### src/rtl/session_table_lru_expiry_macros.svh
// assertion macros for the session table
`ifndef SESSION_TABLE_LRU_EXPIRY_MACROS_SVH
`define SESSION_TABLE_LRU_EXPIRY_MACROS_SVH

// same-cycle implication, checked out of reset
`define STLE_ASSERT_IMP(label, ante, cons, msg) \
    label: assert property (@(posedge i_clk) disable iff (!i_rst_n) \
        (ante) |-> (cons)) else $error(msg);

// next-cycle implication, checked out of reset
`define STLE_ASSERT_NXT(label, ante, cons, msg) \
    label: assert property (@(posedge i_clk) disable iff (!i_rst_n) \
        (ante) |=> (cons)) else $error(msg);

`endif

### src/rtl/stle_pkg.sv
// types and constants shared by the session table modules
`timescale 1ns / 1ps

package stle_pkg;

    localparam int NUM_SLOTS_DEF  = 64;
    localparam int TOKEN_BITS_DEF = 64;

    localparam int OPCODE_W = 2;
    localparam int TOKEN_W  = 64;
    localparam int USER_W   = 64;
    localparam int TIME_W   = 32;
    localparam int STATUS_W = 3;
    localparam int SLOT_W   = 6;
    localparam int USED_W   = 7;

    // input tdata: opcode, token, user_id, now, zero pad
    localparam int IN_OP_LSB    = 0;
    localparam int IN_TOKEN_LSB = IN_OP_LSB + OPCODE_W;
    localparam int IN_USER_LSB  = IN_TOKEN_LSB + TOKEN_W;
    localparam int IN_NOW_LSB   = IN_USER_LSB + USER_W;
    localparam int IN_BITS      = IN_NOW_LSB + TIME_W;
    localparam int IN_TDATA_W   = ((IN_BITS + 7) / 8) * 8;

    // output tdata: status, slot, found_user, created_time, slots_used
    localparam int OUT_TDATA_W = STATUS_W + SLOT_W + USER_W + TIME_W + USED_W;

    localparam logic [TIME_W-1:0] TIMEOUT_RST = TIME_W'(86400);

    typedef enum logic [OPCODE_W-1:0] {
        OP_CREATE   = 2'd0,
        OP_VALIDATE = 2'd1,
        OP_DESTROY  = 2'd2
    } t_opcode;

    localparam logic [STATUS_W-1:0] ST_CREATED_FREE  = 3'd0;
    localparam logic [STATUS_W-1:0] ST_CREATED_EVICT = 3'd1;
    localparam logic [STATUS_W-1:0] ST_VALID         = 3'd2;
    localparam logic [STATUS_W-1:0] ST_NOT_FOUND     = 3'd3;
    localparam logic [STATUS_W-1:0] ST_EXPIRED       = 3'd4;
    localparam logic [STATUS_W-1:0] ST_DESTROYED     = 3'd5;
    localparam logic [STATUS_W-1:0] ST_DESTROY_MISS  = 3'd6;

    typedef enum logic [1:0] {
        S_CLEAR,
        S_IDLE,
        S_SCAN,
        S_ACT
    } t_state;

    typedef struct packed {
        logic clr_run;
        logic scan_start;
        logic scan_run;
        logic act_go;
    } t_stle_cmd;

    typedef struct packed {
        logic clr_done;
        logic scan_done;
    } t_stle_sts;

endpackage

### src/rtl/stle_ctrl.sv
// control state machine: clearing pass, scan sequencing, result register handshake
`timescale 1ns / 1ps

module stle_ctrl (
    input  logic                i_clk,
    input  logic                i_rst_n,
    input  logic                i_s_tvalid,
    output logic                o_s_tready,
    output logic                o_m_tvalid,
    input  logic                i_m_tready,
    input  stle_pkg::t_stle_sts i_sts,
    output stle_pkg::t_stle_cmd o_cmd
);
    import stle_pkg::*;

    t_state r_state;
    t_state n_state;
    logic   r_out_valid;
    logic   n_out_valid;
    logic   act_go;

    always_ff @(posedge i_clk) begin
        if (!i_rst_n) begin
            r_state     <= S_CLEAR;
            r_out_valid <= 1'b0;
        end else begin
            r_state     <= n_state;
            r_out_valid <= n_out_valid;
        end
    end

    always_comb begin
        n_state = r_state;
        case (r_state)
            S_CLEAR: begin
                if (i_sts.clr_done) n_state = S_IDLE;
            end
            S_IDLE: begin
                if (i_s_tvalid) n_state = S_SCAN;
            end
            S_SCAN: begin
                if (i_sts.scan_done) n_state = S_ACT;
            end
            S_ACT: begin
                if (act_go) n_state = S_IDLE;
            end
            default: begin
                n_state = S_CLEAR;
            end
        endcase
    end

    // the act step waits while the result register still holds an untaken result
    always_comb begin
        act_go           = (r_state == S_ACT) && (!r_out_valid || i_m_tready);
        o_s_tready       = (r_state == S_IDLE);
        o_cmd.clr_run    = (r_state == S_CLEAR);
        o_cmd.scan_start = (r_state == S_IDLE) && i_s_tvalid;
        o_cmd.scan_run   = (r_state == S_SCAN);
        o_cmd.act_go     = act_go;
        n_out_valid      = act_go || (r_out_valid && !i_m_tready);
        o_m_tvalid       = r_out_valid;
    end

endmodule

### config.mk
export PLATFORM = sky130hd
export DESIGN_NAME = stle_ctrl
export DESIGN_NICKNAME = d
export VERILOG_FILES = /design/src/rtl/session_table_lru_expiry_macros.svh /design/src/rtl/stle_pkg.sv /design/src/rtl/stle_ctrl.sv
export SDC_FILE = /design/constraint.sdc
export NUM_CORES = 1
export LEC_CHECK = 0
export CORE_AREA = 10 10 47 49
export CTS_BUF_LIST = sky130_fd_sc_hd__clkbuf_8
export CTS_CLUSTER_SIZE = 25
export DETAILED_ROUTE_END_ITERATION = 6
export DIE_AREA = 0 0 57 59
export DONT_BUFFER_PORTS = 1
export GPL_TIMING_DRIVEN = 0
export PLACE_DENSITY_LB_ADDON = 0.2
export SETUP_SLACK_MARGIN = 0.15
export SLEW_MARGIN = 20
export SYNTH_ARGS = -nofsm -noshare
export SYNTH_HDL_FRONTEND = slang
export SYNTH_SLANG_ARGS = --single-unit
### constraint.sdc
create_clock -name i_clk -period 1.7 [get_ports i_clk]
set_clock_uncertainty 0.15 [all_clocks]
set_input_delay 0.17 -clock i_clk [delete_from_list [all_inputs] [get_ports i_clk]]
set_output_delay 0.17 -clock i_clk [all_outputs]
set_load 0.02 [all_outputs]
After elaboration in Yosys (flattened, before gate mapping) --
Cells that the tools add are included.
Operators by class: $add $sub $neg 0, multipliers 0, div/mod/pow operators 0, order comparisons 0, equality and inequality tests 7, shift operators 0, multiplexer cells 5, bitwise operators 0, reduce and logical (&&, ||, !) cells 9
Operator list (number):
- two-way mux 2 bit | 4
- != test 2 bit, second input constant | 4
- one-hot mux 2 bit (4 select lines) | 1
- equality test 2 bit, second input constant | 2
- AND reduction 4 bit | 1
- logical AND 1 bit | 3
- equality test 2 x 1 -> 1 bit, second input constant | 1
- zero test 1 bit | 2
- zero test 2 bit | 1
- logical OR 1 bit | 2
Storage, ports and cells: flip-flop bits (word level) 3, bits in latches 0, bits in writable memories 0, ROM bits 0, input bits 6, output and inout port bits 6, word-level logic and storage cells 23, memories 0

Depth between registers and ports, before layout --
Gate-level depths: netlist of run 1.
depth in word-level cells 5, depth in mapped cells 5, mapped depth without buffers 5

Least setup slack after synthesis of run 1 --
No wires, ideal clock.
kind register -> register, start register r_state[0], end register r_state[0], setup time 72 ps, arrival 1435 ps, data required time 1478 ps, slack 43 ps, stages on the path, launching flop included 6, buffers on the path 0, clock period less this slack 1657 ps, cells stage by stage dfxtp_1 > inv_1 > ha_1 > nor2b_4 > a2111oi_4 > mux2i_1
RTL lines:
- start, declared | RTL line stle_ctrl.sv:16 | t_state r_state;
- start signal, assigned | RTL line stle_ctrl.sv:27 | r_state <= n_state;

==> results of run 1 <==
state kept, by name (all words and copies together), names as in the netlist:
signal and flops:
r_state 2, o_m_tvalid 1
metrics by stage:
| stage | util | power (mW) | cells | hold slack [ps] | worst slack, ps |
|---|---|---|---|---|---|
| after floorplan | - | 0.464 | 25 | 138 | 167 |
| after global placement | 0.225 | 0.512 | 41 | 147 | 81.3 |
| after detailed placement | 0.225 | 0.517 | 41 | 144 | 60.6 |
| after CTS | 0.288 | 0.813 | 48 | 20.6 | 109 |
| after global routing | 0.288 | 0.848 | 48 | 27.6 | 63.0 |
| final | 0.288 | 0.797 | 48 | 24.8 | 129 |
per-layer routing:
layer,vias up,global-route usage
li1,93,-
met1,82,0.0342
met2,8,0.0558
met3,2,0.0236
met4,0,0.0604
met5,-,0
final timing paths:
kind / depth (start not counted) / endpoint / slack [ps]
max: 5 / r_state[1] / 130
min: 2 / o_m_tvalid / 20
max reg2reg: 5 / r_state[1] / 130
min reg2reg: 2 / r_state[1] / 370
timing repair:
| action | 4_1_cts | 5_1_grt |
|---|---|---|
| endpoints found under the hold margin | 3 | 0 |
| endpoints found under the setup margin | 3 | 2 |
| buffers inserted | 2 | 0 |
| gates cloned | 0 | 0 |
| pin swaps | 2 | 1 |
| hold buffers | 1 | 0 |
| resized for setup | 6 | 0 |
cell usage in the layout, fill, tap and decap left out, types with 2 or more instances in the layout:
cell	synthesis	routed
mux2i_1	2	2
ha_1	5	2
buf_4	1	3
dfxtp_4	0	2
nor2b_1	2	2
nor2b_4	2	2
ha_4	0	3
clkbuf_8	0	3
nand2_1	3	3
kinds of logic after synthesis:
| kind of cell | count (synthesis) | share of synthesized area |
|---|---|---|
| multiplexers | 2 | 0.0755 |
| AND/OR/NAND/NOR | 10 | 0.274 |
| buffers and inverters | 3 | 0.0566 |
| adder cells (fa/ha/maj) | 5 | 0.236 |
| AO/OA/AOI/OAI | 2 | 0.132 |
| flip-flops | 3 | 0.226 |
area by class of cell:
cell class	instances	area (sq um)
Fill cell	161	997
Tap cell	16	20.0
Inverter	2	10.0
Clock buffer	3	41.3
Buffer	1	7.51
Timing Repair Buffer	3	25.0
Clock inverter	1	3.75
Sequential cell	3	68.8
Multi-Input combinational cell	19	228
report_power, final:
part	internal, mW	leakage [nW]	switching (mW)
Combinational	0.228	0.115	0.211
Clock	0.154	0.0269	0.0465
Sequential	0.113	0.0264	0.0447
Total	0.495	0.168	0.303
worst max-delay path: cells and delay by family (launching register included):
family / cells / cell delay, ps
AOI/OAI and AO/OA: 1 / 370
adders and majority gates: 1 / 180
buffers and inverters: 1 / 50
DFF: 1 / 380
muxes: 1 / 230
and+or+nand+nor: 1 / 130
==> qor.txt, run 1 <==
Synth area leaders = ha_1 (24%), dfxtp_1 (23%), a2111oi_4 (10%)
H-tree depth = 1
Synth top area share = 0.236
Setup crit start kind = register
Worst hold-check path type = in2reg
Clock buffers created by TritonCTS = 3
Critical Path RT = 1680 ps
Routed vias = 185
Initial Util = 0.189
Setup repair after global routing missed its margin = true
Placed cell area = 315 sq um
Synth top cells by count = ha_1 (5), dfxtp_1 (3), nand2_1 (3)
Least-Margin Pin Slew = 316 ps
Critical path type = reg2reg
Setup_tns = 0 ps
Share of synthesized registers carrying an async set or reset = 0
RR Startpoint = r_state[1]
DRT Wirelength = 583 um
DRT iter0 DRCs = 4
Hold Violations, Final = 0
Yosys warns = 0
Die Ht = 59 um
Die area = 0.00336 sq mm
Netlist cell types = 13
First-pass GRT wire length = 952 um
Clock latency on the worst-skew pair = 220 ps
CTS root buf = clkbuf_8
Hold path start = i_m_tready
Seq cells post-synth = 3
Cells after Synth = 25
Vias per cell = 3.85
Area Growth Syn to Fin = 52.4%
Die width = 57 um
Number of global-route vias before repair = 203
ANT cells = 0
RePlAce Congestion = 0.687
Final Max Tran Viols = 0
Met1 WL = 205 um
Worst path cell trace = inv_4 -> ha_4 -> nor2b_4 -> a2111oi_4 -> mux2i_1
Final Cycle Share = 0.924
Remaining antenna violation count = 0
Setup crit end kind = register
Syn nets = 36
Final setup violation count = 0
GRT Total Usage = 0.0405
Worst-path clk slew = 30 ps
Largest net degree at the start of global routing = 6
Outcome = finished, final reports clean
Data arrival, critical path = 1550 ps
Drt wl/cell = 12.1 um
EDFF count, synth = 0
CTS tree = done
Synth Cell Area = 265 sq um
CTS sink count = 3
Upper clock frequency limit = 636 MHz
Setup crit start = r_state[1]
Crit-path max cell delay = 380 ps
Post-layout min period = 1570 ps
Total grt overflow = 0
Nets@finish = 44
Area leader, netlist = ha_1
Highest net fanout along the worst path = 4
Num ports = 12
Top_reg_cell synth = dfxtp_1
Max-cap violation count = 0
Most common cell in the synthesized netlist = ha_1
Initial antenna violation count = 0
Rows = 14
Port Buffers = 0
Peak VDD IR = 0.574 mV
Max-slew headroom = 0.789
Synth Area per Inst = 10.6 sq um
Met3 WL = 41 um
Register area share after synthesis = 0.226
Post-route DRC = 0
Metal2 WL = 317 um
Top layer in use = met4
Power per Cell Area = 1970 mW/mm^2
Design area = 404 sq um
Critical-path top delay cell = dfxtp_4
Leak pwr = 0.168 nW
DRT Pass-1 Iters = 3
Max clock buf depth = 2
Core Area = 0.00140 sq mm
Fraction of layout cells with a size suffix above 1 = 0.563
Power figures use the tool's default switching activity.
==> run 2, diff against run 1 <==
--- a/config.mk
+++ b/config.mk
@@ -13,7 +13,6 @@
 export DONT_BUFFER_PORTS = 1
 export GPL_TIMING_DRIVEN = 0
 export PLACE_DENSITY_LB_ADDON = 0.2
-export SETUP_SLACK_MARGIN = 0.15
 export SLEW_MARGIN = 20
 export SYNTH_ARGS = -nofsm -noshare
 export SYNTH_HDL_FRONTEND = slang
==> run 2 against run 1 <==
  * Clock-buffer cell count is the same
  * Setup slack lost 2.0 ps
  * Core utilization fell by 0.45 points
  * Register-to-register slack about the same
  * First-iteration DRC count up 25%
  * Via count is 0.54% lower
  * Flip-flop and latch count did not move
  * Sequential share of layout area is essentially flat
  * Worst hold slack better by 23 ps
  * Clock power about the same
  * Wire length down 6.2%
  * Die area stayed put
  * Critical path type is now reg2out
  * Largest power group unchanged
==> qor.txt, run 2 (same netlist as run 1, synthesis figures left out) <==
H-tree depth = 1
Setup crit end kind = output port
Dpl hpwl = 458 um
Outcome = finished, final reports clean
Critical path type = reg2out
Largest net degree at the start of global routing = 6
FF-to-FF setup slack = 130 ps
RR Startpoint = r_state[1]
DRT Wirelength = 547 um
Reg with most FFs = r_state
Area Growth Syn to Fin = 50.0%
Highest net fanout along the worst path = 3
Max-slew headroom = 0.779
Worst hold-check path type = in2reg
Post-layout min period = 1570 ps
Max reg flops = 2
GRT Total Usage = 0.0363
Multi-input logic area = 233 sq um
Power per Cell Area = 1890 mW/mm^2
Die width = 57 um
Final setup violation count = 0
Clock latency on the worst-skew pair = 210 ps
Worst-path clk slew = 30 ps
CTS sink count = 3
Commonest cells after routing, fill and taps aside = nor2b_4 (4), nand2_1 (3), clkbuf_8 (3)
Nets@finish = 43
Critical Path RT = 1380 ps
Fillers = 160
Setup repair after global routing missed its margin = false
DRT iter0 DRCs = 5
Final Max Tran Viols = 0
Post-route DRC = 0
Die area = 0.00336 sq mm
Number of global-route vias before repair = 216
Leak pwr = 0.164 nW
ANT cells = 0
Finished Layout Cells = 47
Total grt overflow = 0
Place WS = -113 ps
DRT Pass-1 Iters = 2
Storage element area = 67.6 sq um
Vias per cell = 3.91
R2R cell count = 5
Max clock buf depth = 2
Crit path to = o_cmd[0]
Die Ht = 59 um
Port Buffers = 0
Rows = 14
Critical R2R Capture = r_state[0]
Setup ws final = 127 ps
Placed Cells = 41
Hold Violations, Final = 0
RePlAce Congestion = 0.681
Data arrival, critical path = 1250 ps
Peak VDD IR = 0.563 mV
Routed vias = 184
Upper clock frequency limit = 636 MHz
Remaining antenna violation count = 0
Least-Margin Pin Slew = 332 ps
Core Area = 0.00140 sq mm
Setup crit start = o_m_tvalid
Drt wl/cell = 11.6 um
Fraction of layout cells with a size suffix above 1 = 0.581
Hold depth = 2
Setup crit start kind = register
Most common cell after layout, fill and taps aside = nor2b_4
First-pass GRT wire length = 910 um
Clock buffers created by TritonCTS = 3
Max-cap violation count = 0
CTS root buf = clkbuf_8
Num ports = 12
Initial antenna violation count = 0
Final Cycle Share = 0.926
Initial Util = 0.189
CTS tree = done
run 2: timing repair:
item	CTS	global route
pin swaps	0	3
resized for setup	3	12
hold buffers	1	0
buffers inserted	0	1
endpoints found under the hold margin	3	0
gates cloned	0	0
endpoints found under the setup margin	2	2
run 2: routing by layer:
layer  track usage  share of wire  vias up
met5             0              0        -
met4        0.0302              0        0
met3        0.0236          0.091        0
met2        0.0574           0.52        8
met1        0.0320           0.39       85
li1              -              -       91
run 2: power breakdown:
part / switching, mW / total (mW) / internal, mW
clock: 0.0441 / 0.198 / 0.153
combinational: 0.196 / 0.401 / 0.205
sequential: 0.0422 / 0.154 / 0.112
total: 0.282 / 0.753 / 0.470
run 2: cell type report:
| cell class | instances | area share |
|---|---|---|
| buffer | 1 | 0.0189 |
| clock buffer | 3 | 0.104 |
| clock inverter | 1 | 0.00943 |
| inverter | 2 | 0.0189 |
| multi-input combinational | 19 | 0.585 |
| sequential | 3 | 0.170 |
| tap | 16 | 0.0503 |
| timing repair buffer | 2 | 0.0440 |
run 2: how the worst min path moves through the flow:
stage / startpoint / to / slack (ps)
after detailed placement: i_rst_n / o_m_tvalid / 160
after global placement: i_rst_n / o_m_tvalid / 150
after global routing: i_m_tready / o_m_tvalid / 50
final: i_m_tready / o_m_tvalid / 50
after floorplan: i_rst_n / o_m_tvalid / 140
after CTS: i_m_tready / o_m_tvalid / 50
run 2: metrics by stage:
step | utilization | area, sq um | power [mW] | setup TNS [ps] | hold WS, ps
floorplan | - | 265 | 0.408 | 0 | 138
global placement | 0.204 | 285 | 0.453 | -164 | 149
detailed placement | 0.204 | 285 | 0.455 | -218 | 159
CTS | 0.247 | 347 | 0.675 | 0 | 48.9
global route | 0.284 | 398 | 0.818 | 0 | 53.3
finish | 0.284 | 398 | 0.753 | 0 | 47.7
run 2: critical path, cell delays in order (launching register included):
cell,delay (ps)
dfxtp_1,430
nor2b_4,230
and2b_2,220
buf_4,150
==> run 3, diff against run 2 <==
--- a/config.mk
+++ b/config.mk
@@ -12,7 +12,7 @@
 export DIE_AREA = 0 0 57 59
 export DONT_BUFFER_PORTS = 1
 export GPL_TIMING_DRIVEN = 0
-export PLACE_DENSITY_LB_ADDON = 0.2
+export PLACE_DENSITY_LB_ADDON = 0.08
 export SLEW_MARGIN = 20
 export SYNTH_ARGS = -nofsm -noshare
 export SYNTH_HDL_FRONTEND = slang
==> run 3 against run 2 <==
  * Wire length is 8.2% higher
  * Combinational power is 1% lower
  * Critical path depth is 2 higher
  * Clock power hardly changed
  * Core utilization is 0.36 points lower
  * Via count is 5.4% higher
  * Total power is 0.48% higher
  * Global-route usage is 0.83 points higher
  * Register-to-register slack worse by 30 ps
  * Flip-flop and latch count stayed put
  * Fmax is 1.8% lower
  * Design area is 1.3% lower
==> qor.txt, run 3 (same netlist as run 1, synthesis figures left out) <==
Outcome = finished, final reports clean
Rows = 14
Final Max Tran Viols = 0
Vias per cell = 4.04
Setup crit end kind = register
DRT Wirelength = 592 um
Routed vias = 194
Peak VDD IR = 0.535 mV
Final Cycle Share = 0.942
Total grt overflow = 0
Final setup violation count = 0
CTS root buf = clkbuf_8
Max reg flops = 2
Critical-path top delay cell = a2111oi_4
Max clock buf depth = 2
Hold WS = 34.8 ps
Upper clock frequency limit = 624 MHz
Max-slew headroom = 0.780
Highest net fanout along the worst path = 4
Setup crit start kind = register
RePlAce Congestion = 0.661
Design area = 393 sq um
Crit-path max cell delay = 380 ps
Worst path cell trace = inv_2 -> ha_4 -> nor2b_2 -> a2111oi_4 -> mux2i_1
Clock buffers created by TritonCTS = 3
Data arrival, critical path = 1590 ps
GRT Total Usage = 0.0445
Remaining antenna violation count = 0
Least-Margin Pin Slew = 331 ps
Initial Util = 0.189
Post-route DRC = 0
Post-layout min period = 1600 ps
Die width = 57 um
ANT cells = 0
Setup ws final = 98.5 ps
CTS tree = done
Worst hold-check path type = in2reg
First-pass GRT wire length = 1.04 mm
Setup_tns = 0 ps
Fraction of layout cells with a size suffix above 1 = 0.531
Drt wl/cell = 12.3 um
DRT Pass-1 Iters = 4
Reg with most FFs = r_state
Leak pwr = 0.167 nW
Num ports = 12
Area Growth Syn to Fin = 48.1%
Place WS = -101 ps
DRT iter0 DRCs = 1
Initial antenna violation count = 0
Power per Cell Area = 1930 mW/mm^2
Die area = 0.00336 sq mm
Core Area = 0.00140 sq mm
CTS sink count = 3
Die Ht = 59 um
H-tree depth = 1
Critical Path RT = 1690 ps
Max-cap violation count = 0
Critical path type = reg2reg
Largest net degree at the start of global routing = 6
Clock latency on the worst-skew pair = 210 ps
Placed cell area = 285 sq um
Port Buffers = 0
Worst-path clk slew = 30 ps
Commonest cells after routing, fill and taps aside = nand2_1 (3), buf_4 (3), clkbuf_8 (3)
Nets@finish = 44
Hold Violations, Final = 0
Number of global-route vias before repair = 223
## run 3: worst paths after layout
check / start / to / slack [ps] / cells after the start
min reg2reg: r_state[0] / r_state[0] / 370 / 2
max reg2reg: r_state[1] / r_state[0] / 100 / 5
min: i_m_tready / o_m_tvalid / 30 / 2
max: r_state[1] / r_state[0] / 100 / 5
## run 3: critical path: cells and delay by family, from the launching register on
| kind | cells | cell delay (ps) |
|---|---|---|
| buffers and inverters | 1 | 60 |
| AND/OR/NAND/NOR | 1 | 170 |
| multiplexers | 1 | 210 |
| AO/OA/AOI/OAI | 1 | 380 |
| adder cells (fa/ha/maj) | 1 | 180 |
| flip-flops | 1 | 360 |
## run 3: report_power, final
part	internal [mW]	total (mW)	switching [mW]
combinational	0.204	0.397	0.193
sequential	0.112	0.159	0.0472
clock	0.154	0.200	0.0460
## run 3: what timing repair did
action                     in CTS  in global routing
gates resized for setup         4                  7
setup buffers                   0                  2
pin swaps                       0                  1
hold endpoints to repair        3                  0
setup endpoints to repair       2                  2
hold buffers                    1                  0
## run 3: stage by stage
step | cells | utilization | power [mW]
after floorplan | 25 | - | 0.408
after global placement | 41 | 0.204 | 0.459
after detailed placement | 41 | 0.204 | 0.458
after CTS | 46 | 0.248 | 0.685
after global routing | 48 | 0.280 | 0.817
final | 48 | 0.280 | 0.756
## run 3: layout make-up
cell class,instances,area (sq um)
clock inverters,1,3.75
multi-input cells,19,220
clock buffers,3,41.3
repair buffers,3,25.0
flip-flops and latches,3,67.6
well taps,16,20.0
fillers,154,1010
inverters,2,7.51
plain buffers,1,7.51
## run 3: routing by layer
metal / global-route usage / vias to the layer above / wire (um)
met4: 0.0604 / 0 / 27
met5: 0 / - / 0
met1: 0.0392 / 88 / 220
met3: 0.0365 / 2 / 72
met2: 0.0543 / 12 / 272
li1: - / 92 / -
